**config.mk**
```make
export PLATFORM = sky130hd
export DESIGN_NAME = cdf_channel
export DESIGN_NICKNAME = d
export VERILOG_FILES = /design/src/hw/rtl/cdf_pkg.sv /design/src/hw/rtl/cdf_cell.sv /design/src/hw/rtl/cdf_channel.sv
export SDC_FILE = /design/constraint.sdc
export NUM_CORES = 2
export LEC_CHECK = 0
export BUFFER_PORTS_ARGS = -buffer_cell sky130_fd_sc_hd__buf_2
export CORE_MARGIN = 8
export CORE_UTILIZATION = 45
export DETAILED_ROUTE_END_ITERATION = 10
export HOLD_SLACK_MARGIN = 0.08
export SLEW_MARGIN = 0
export SYNTH_ARGS = -nofsm -noshare
export SYNTH_HDL_FRONTEND = slang
export SYNTH_HIERARCHICAL = 1
export SYNTH_SLANG_ARGS = --single-unit
```
**constraint.sdc**
```tcl
create_clock -name clk -period 10.7 [get_ports clk]
set_input_delay 1.07 -clock clk [delete_from_list [all_inputs] [get_ports clk]]
set_output_delay 1.07 -clock clk [all_outputs]
set_load 0.1 [all_outputs]
```
**src/hw/rtl/cdf_pkg.sv**
```systemverilog
// Shared types, constants and the tap weight table for the counter delta filter.
`timescale 1ns / 1ps

package cdf_pkg;

  // Weights are unsigned Q0.16, so the fractional part of a sum is 16 bits wide.
  localparam int unsigned WEIGHT_W = 16;
  localparam int unsigned LEVEL_W  = 16;

  // Pipeline controls that the top level hands to each channel.
  typedef struct packed {
    logic load;   // take a new reading into the delta register
    logic shift;  // move the registered delta into the chain of cells
  } cdf_ctrl_t;

  // Weight of the tap that holds the delta of the given age (0 is the newest).
  // The ten weights add up to exactly one; older taps weigh nothing.
  function automatic logic [WEIGHT_W-1:0] tap_weight(input int unsigned age);
    logic [WEIGHT_W-1:0] w;
    unique case (age)
      0:       w = 16'd45877;
      1:       w = 16'd9830;
      2:       w = 16'd3277;
      3:       w = 16'd1638;
      4:       w = 16'd1638;
      5:       w = 16'd819;
      6:       w = 16'd819;
      7:       w = 16'd655;
      8:       w = 16'd655;
      9:       w = 16'd328;
      default: w = '0;
    endcase
    return w;
  endfunction

endpackage

```
**src/hw/rtl/cdf_cell.sv**
```systemverilog
// One tap cell of the transposed filter chain: a constant product plus a partial sum.
`timescale 1ns / 1ps

module cdf_cell #(
  parameter int unsigned COUNTER_BITS = 16,
  parameter int unsigned ACC_W        = 33,
  parameter logic [15:0] WEIGHT       = 16'd0
) (
  input  logic                    clk,
  input  logic                    rst_n,
  input  logic                    shift,
  input  logic [COUNTER_BITS-1:0] delta,
  input  logic [ACC_W-1:0]        sum_in,
  output logic [ACC_W-1:0]        sum_out
);
  import cdf_pkg::*;

  localparam int unsigned PROD_W = COUNTER_BITS + WEIGHT_W;

  logic [PROD_W-1:0] product;
  logic [ACC_W-1:0]  sum_r;
  logic [ACC_W-1:0]  sum_nxt;

  assign product = PROD_W'(delta) * PROD_W'(WEIGHT);
  assign sum_nxt = sum_in + ACC_W'(product);
  assign sum_out = sum_r;

  // The partial sum stands for the older history, so reset must clear it.
  always_ff @(posedge clk) begin
    if (!rst_n) begin
      sum_r <= '0;
    end else if (shift) begin
      sum_r <= sum_nxt;
    end
  end

endmodule

```
**src/hw/rtl/cdf_channel.sv**
```systemverilog
// One channel: wrapping delta of the counter, chain of tap cells and output saturation.
`timescale 1ns / 1ps

module cdf_channel #(
  parameter int unsigned TAPS         = 10,
  parameter int unsigned COUNTER_BITS = 16
) (
  input  logic                    clk,
  input  logic                    rst_n,
  input  cdf_pkg::cdf_ctrl_t      ctrl,
  input  logic [COUNTER_BITS-1:0] count,
  output logic [cdf_pkg::LEVEL_W-1:0] level
);
  import cdf_pkg::*;

  // The weights sum to one, so the full sum stays below 2^(COUNTER_BITS+16).
  localparam int unsigned ACC_W   = COUNTER_BITS + WEIGHT_W + 1;
  localparam int unsigned WHOLE_W = ACC_W - WEIGHT_W;

  logic [COUNTER_BITS-1:0] prev_r;
  logic [COUNTER_BITS-1:0] delta_r;
  logic [COUNTER_BITS-1:0] delta_nxt;
  logic [ACC_W-1:0]        chain [TAPS+1];
  logic [WHOLE_W-1:0]      whole;

  // Subtraction at the counter width wraps exactly as the counter does.
  assign delta_nxt = count - prev_r;

  always_ff @(posedge clk) begin
    if (!rst_n) begin
      prev_r <= '0;
    end else if (ctrl.load) begin
      prev_r <= count;
    end
  end

  always_ff @(posedge clk) begin
    if (ctrl.load) begin
      delta_r <= delta_nxt;
    end
  end

  // Cell k weighs the delta of age k; the oldest cell starts from zero.
  assign chain[TAPS] = '0;

  for (genvar k = 0; k < TAPS; k++) begin : g_cell
    cdf_cell #(
      .COUNTER_BITS (COUNTER_BITS),
      .ACC_W        (ACC_W),
      .WEIGHT       (tap_weight(k))
    ) u_cell (
      .clk     (clk),
      .rst_n   (rst_n),
      .shift   (ctrl.shift),
      .delta   (delta_r),
      .sum_in  (chain[k+1]),
      .sum_out (chain[k])
    );
  end

  // Drop the fraction, then clamp to the level range.
  assign whole = chain[0][ACC_W-1:WEIGHT_W];

  if (WHOLE_W > LEVEL_W) begin : g_sat
    assign level = (|whole[WHOLE_W-1:LEVEL_W]) ? '1 : whole[LEVEL_W-1:0];
  end else begin : g_nosat
    assign level = LEVEL_W'(whole);
  end

endmodule
```
After elaboration in Yosys (flattened, before gate mapping):

Index checks and enable logic that the tools add are counted.

* $add $sub $neg: 10
* $mul: 7
* mux-type cells: 1

Operators with widths (count)
* 33-bit by 26-bit adder with 33-bit output: 3
* 16-bit by 10-bit multiplier with 26-bit output, second input constant: 3
* 33-bit by 27-bit adder with 33-bit output: 2
* 33-bit by 28-bit adder with 33-bit output: 1
* 33-bit by 30-bit adder with 33-bit output: 1
* 33-bit by 32-bit adder with 33-bit output: 1
* 16-bit by 16-bit multiplier with 32-bit output, second input constant: 1
* 16-bit by 13-bit multiplier with 29-bit output, second input constant: 1
* 16-bit by 12-bit multiplier with 28-bit output, second input constant: 1
* 25-bit by 26-bit adder with 27-bit output: 1
* 16-bit by 6-bit multiplier with 22-bit output, second input constant: 1
* 16-bit two-way mux: 1
* 16-bit subtractor: 1

* flip-flop bits (word level): 351
* input bits: 20
* output and inout bits: 16
* word-level logic and storage cells: 30

Longest topological paths before layout:

* depth after elaboration: 2
* gate-level depth with buffers: 28
* depth with buffers taken out: 27

By module:

Netlist, hierarchy kept.

Modules (own cells, without submodules)
* cdf_cell (g_cell[7].u_cell ...): instances 2, cells an instance 644, area an instance 5669.2 µm², sequential area each 660.6 µm²
* cdf_cell (g_cell[0].u_cell): instances 1, cells an instance 841, area an instance 7541.0 µm², sequential area each 660.6 µm²
* cdf_cell (g_cell[1].u_cell): instances 1, cells an instance 751, area an instance 6381.1 µm², sequential area each 660.6 µm²
* cdf_cell (g_cell[2].u_cell): instances 1, cells an instance 694, area an instance 6175.9 µm², sequential area each 660.6 µm²
* cdf_cell (g_cell[4].u_cell): instances 1, cells an instance 749, area an instance 6129.6 µm², sequential area each 660.6 µm²
* cdf_cell (g_cell[3].u_cell): instances 1, cells an instance 697, area an instance 5941.9 µm², sequential area each 660.6 µm²
* cdf_cell (g_cell[5].u_cell): instances 1, cells an instance 621, area an instance 5580.4 µm², sequential area each 660.6 µm²
* cdf_cell (g_cell[6].u_cell): instances 1, cells an instance 608, area an instance 5491.5 µm², sequential area each 660.6 µm²
* cdf_cell (g_cell[9].u_cell): instances 1, cells an instance 462, area an instance 4035.1 µm², sequential area each 660.6 µm²
* cdf_channel: instances 1, cells an instance 207, area an instance 2038.2 µm², sequential area each 800.8 µm²

Worst setup path after synthesis:

Ideal clock, no wire load.

* path kind: reg2reg
* start: register delta_r[8]
* end: register g_cell[1].u_cell.sum_r[32]
* setup time: 0.137 ns
* data arrival time: 7.133 ns
* data required time: 10.563 ns
* setup slack: 3.430 ns
* cell stages (with the launch flop): 25
* buffers on the path: 1
* period minus slack after synthesis: 7.270 ns
* cells stage by stage: edfxtp_1 > ha_1 > fa_1 > fa_1 > fa_1 > inv_1 > fa_1 > inv_1 > ha_1 > a21o_1 > a21o_1 > a21oi_1 > a311oi_1 > o41ai_1 > nor2b_1 > xnor2_1 > ha_1 > clkbuf_1 > a21oi_1 > o211ai_1 > a32o_1 > a211o_1 > nand3_1 > xor2_1 > a211oi_1

* cells in the longest elaborated chain, start to end: 2

RTL lines
* start: declaration: RTL line cdf_channel.sv:21 `logic [COUNTER_BITS-1:0] delta_r;`
* start signal: assignment: RTL line cdf_channel.sv:39 `delta_r <= delta_nxt;`
* 16-bit by 13-bit multiplier with 29-bit output: RTL line cdf_cell.sv:24 `assign product = PROD_W'(delta) * PROD_W'(WEIGHT);`
* 33-bit by 30-bit adder with 33-bit output: RTL line cdf_cell.sv:25 `assign sum_nxt = sum_in + ACC_W'(product);`
* end signal: assignment: RTL line cdf_cell.sv:33 `sum_r <= sum_nxt;`
* end: declaration: RTL line cdf_cell.sv:21 `logic [ACC_W-1:0] sum_r;`

No other way between the ends.
A chain may end at the register's enable or synchronous reset.

Worst setup path after layout:

* start: register delta_r[5]
* end: register g_cell[1].u_cell.sum_r[32]

The elaborated chain is that of the path after synthesis.

==> impl_summary.md <==
Placed design
The instance area after placement is 62100 µm². Input and output buffers added on the ports amount to 35. The final RePlAce weighted congestion is 0.885. After legalization and detailed placement, the total HPWL measured 125 mm.

Finish
Summing all flip-flop and latch instances after layout gives 7090 µm². The fill cell total of the finished layout is 12.8k. Of the cells placed in the final design, the portion with a size suffix greater than 1 is 0.0480. The multi-input gate area in the final layout is 46600 µm². The area growth from synthesis to layout is 6.44%. The net total in the final layout is 8607. The area of all placed cells without fillers is 63800 µm².

Timing
The worst clock skew on the final layout is 0.0219 ns. Setup total negative slack on the finished layout was measured at 0 ns. For the pin with the worst max-slew slack, the measured transition is 1.32 ns. Setup repair after global routing left no endpoint under its margin. Setup violations remaining at the end of the flow were counted as 0. For the finished layout, the period the worst path requires is 7.86 ns.

Of the available clock period, the critical path in the final layout requires 0.734. For this run, the top clock speed supported by timing is 127 MHz. The relative max-transition margin is 0.115. The worst hold slack is 0.444 ns.

The number of max-slew violations in the final report is 0. The number of endpoints with negative hold slack in the final report is 0.

CTS
The total setup buffers inserted after CTS is 0. The TritonCTS buffer count is 49. The number of buffers on the longest clock path is 3. The clock tree from TritonCTS is built.

The number of levels in the clock H-tree is 2. In this run the clock root is driven by a sky130_fd_sc_hd__clkbuf_16. The post-cts gate resize count is 0. The clock latency on the worst-skew pair is 0.66 ns. The clock transition at the registers of the reported paths is 0.06 ns. The clock net sink count is 346. The post-cts hold buffer count is 0.

Global route
The total congestion overflow after global routing is 0. The number of antenna violations at the first check in global routing came to 1. The first global-routing pass estimated 249 mm of wire. The largest net degree at the start of global routing is 112.

The via count of the first global-routing pass is 46.3k. The overall track demand over capacity in global routing is 0.209.

Floorplan
The full die area is 145000 µm². The starting utilization of the core area is 0.451. Measured along the x axis, the die boundary spans 381 µm.

The number of core rows is 134. The region available for standard cell placement spans 133000 µm². The vertical extent of the die is 381 µm. The I/O pin count is 36.

Hold path
The worst hold path belongs to the class flop to flop. Counting instances, the worst hold path has a depth of 2.

Setup path
The critical path contains buffers and inverters numbering 3 combined. In this run the worst path has a maximum fanout of 15. The critical path is of the flop to flop type.

STA classifies the critical path endpoint as a flop. The cell that appears most often on the critical path is sky130_fd_sc_hd__ha_1. STA classifies the critical path startpoint as a flop.

The cell depth of the worst flop-to-flop path is 27. On the worst path, the slowest cell contributes a delay of 0.88 ns. On the critical path the largest part of the delay comes from adder cells.

The critical path depth is 27. On the critical path, the stage with the largest delay is an instance of sky130_fd_sc_hd__edfxtp_1. Data on the critical path arrives at its endpoint at 8.40 ns.

The required time of the critical path is 11.24 ns.

Run
The max capacitance violation total is 0.

Route
The total length of routed wires is 154 mm. After detailed routing, the average wire length per cell comes to 17.8 µm. The number of detailed-route iterations in the first pass is 6. The routed layout has 46.1k vias.

The number of vias per cell after detailed routing is 5.32. The remaining routing DRC violations is 0. The detail route stage leaves a number of antenna-violating nets equal to 0. After the first detailed-routing iteration, the DRC count stood at 2333.

Yosys
Yosys printed 6 warnings. In this run the cell area of the synthesized design comes to 59900 µm². In the synthesized netlist, the number of instances is 6842. A synthesized cell averages 8.76 µm².

Status
The run finished with clean final reports.
## worst reg2reg max path: cells and delay by family, from the launching register on
kind | cells | cell delay [ns]
flops | 1 | 0.88
xor+xnor | 2 | 0.31
compound gates | 9 | 2.13
simple gates | 6 | 0.93
buf+inv | 3 | 0.52
fa+ha+maj | 7 | 2.98
## metal layers
metal / GRT usage / routed length [µm] / vias up
li1: - / - / 22800
met1: 0.278 / 71000 / 22400
met2: 0.362 / 73700 / 719
met3: 0.0167 / 4490 / 204
met4: 0.0617 / 4670 / 0
met5: 0 / 0 / -
## through the flow
stage	instances	util	setup slack, ns
5_1_grt	8665	0.480	2.39
3_3_place_gp	8575	0.467	2.96
2_1_floorplan	6901	-	3.43
4_1_cts	8665	0.480	2.89
3_5_place_dp	8575	0.467	2.91
6_report	8667	0.480	2.84
## worst paths after layout
kind	from	end	slack (ns)
max	delta_r[5]$_DFFE_PP_	g_cell[1].u_cell/sum_out[32]$_SDFFE_PN0P_	2.84
min	g_cell[3].u_cell/sum_out[23]$_SDFFE_PN0P_	g_cell[3].u_cell/sum_out[23]$_SDFFE_PN0P_	0.44
max reg2reg	delta_r[5]$_DFFE_PP_	g_cell[1].u_cell/sum_out[32]$_SDFFE_PN0P_	2.84
min reg2reg	g_cell[3].u_cell/sum_out[23]$_SDFFE_PN0P_	g_cell[3].u_cell/sum_out[23]$_SDFFE_PN0P_	0.44
## layout by cell type (no fill, tap or decap), types with 12 or more instances in the layout
cell type,n
sky130_fd_sc_hd__xor2_1,122
sky130_fd_sc_hd__nand3b_1,32
sky130_fd_sc_hd__o21bai_1,37
sky130_fd_sc_hd__or2_2,34
sky130_fd_sc_hd__o21ai_1,57
sky130_fd_sc_hd__o211ai_1,41
sky130_fd_sc_hd__inv_1,1483
sky130_fd_sc_hd__o21a_1,60
sky130_fd_sc_hd__and4_1,15
sky130_fd_sc_hd__buf_4,38
sky130_fd_sc_hd__o31ai_1,23
sky130_fd_sc_hd__nand2_1,347
sky130_fd_sc_hd__a211oi_1,48
sky130_fd_sc_hd__a21oi_2,14
sky130_fd_sc_hd__nand4_1,71
sky130_fd_sc_hd__ha_1,1102
sky130_fd_sc_hd__a31oi_1,59
sky130_fd_sc_hd__nor3_1,82
sky130_fd_sc_hd__dfxtp_1,330
sky130_fd_sc_hd__edfxtp_1,16
sky130_fd_sc_hd__xnor2_1,184
sky130_fd_sc_hd__nand3_1,134
sky130_fd_sc_hd__and3_1,45
sky130_fd_sc_hd__buf_2,33
sky130_fd_sc_hd__clkbuf_16,49
sky130_fd_sc_hd__conb_1,60
sky130_fd_sc_hd__o2111ai_1,13
sky130_fd_sc_hd__mux2i_1,142
sky130_fd_sc_hd__a21boi_0,16
sky130_fd_sc_hd__nor2_1,315
sky130_fd_sc_hd__a21o_1,172
sky130_fd_sc_hd__a211o_1,12
sky130_fd_sc_hd__or3_1,32
sky130_fd_sc_hd__o21ai_0,201
sky130_fd_sc_hd__and2_1,15
sky130_fd_sc_hd__fa_1,627
sky130_fd_sc_hd__nand2b_1,36
sky130_fd_sc_hd__a21oi_1,337
sky130_fd_sc_hd__nor2b_1,102
## area by class of cell
class | instances | area share
Multi-Input combinational cell | 4895 | 0.730
Tap cell | 1768 | 0.0347
Inverter | 1487 | 0.0875
Clock inverter | 24 | 0.00504
Antenna cell | 2 | 0.0000785
Clock buffer | 66 | 0.0216
Sequential cell | 346 | 0.111
Timing Repair Buffer | 79 | 0.00936
## sequential cells by signal, summed over array words and instances, names as in the netlist
register	count
prev_r	16
g_cell.u_cell/sum_out	314
delta_r	16
Power is left out: the tool's default activity adds up to more than one toggle a clock period on the data nets, which glitch-free logic cannot reach.
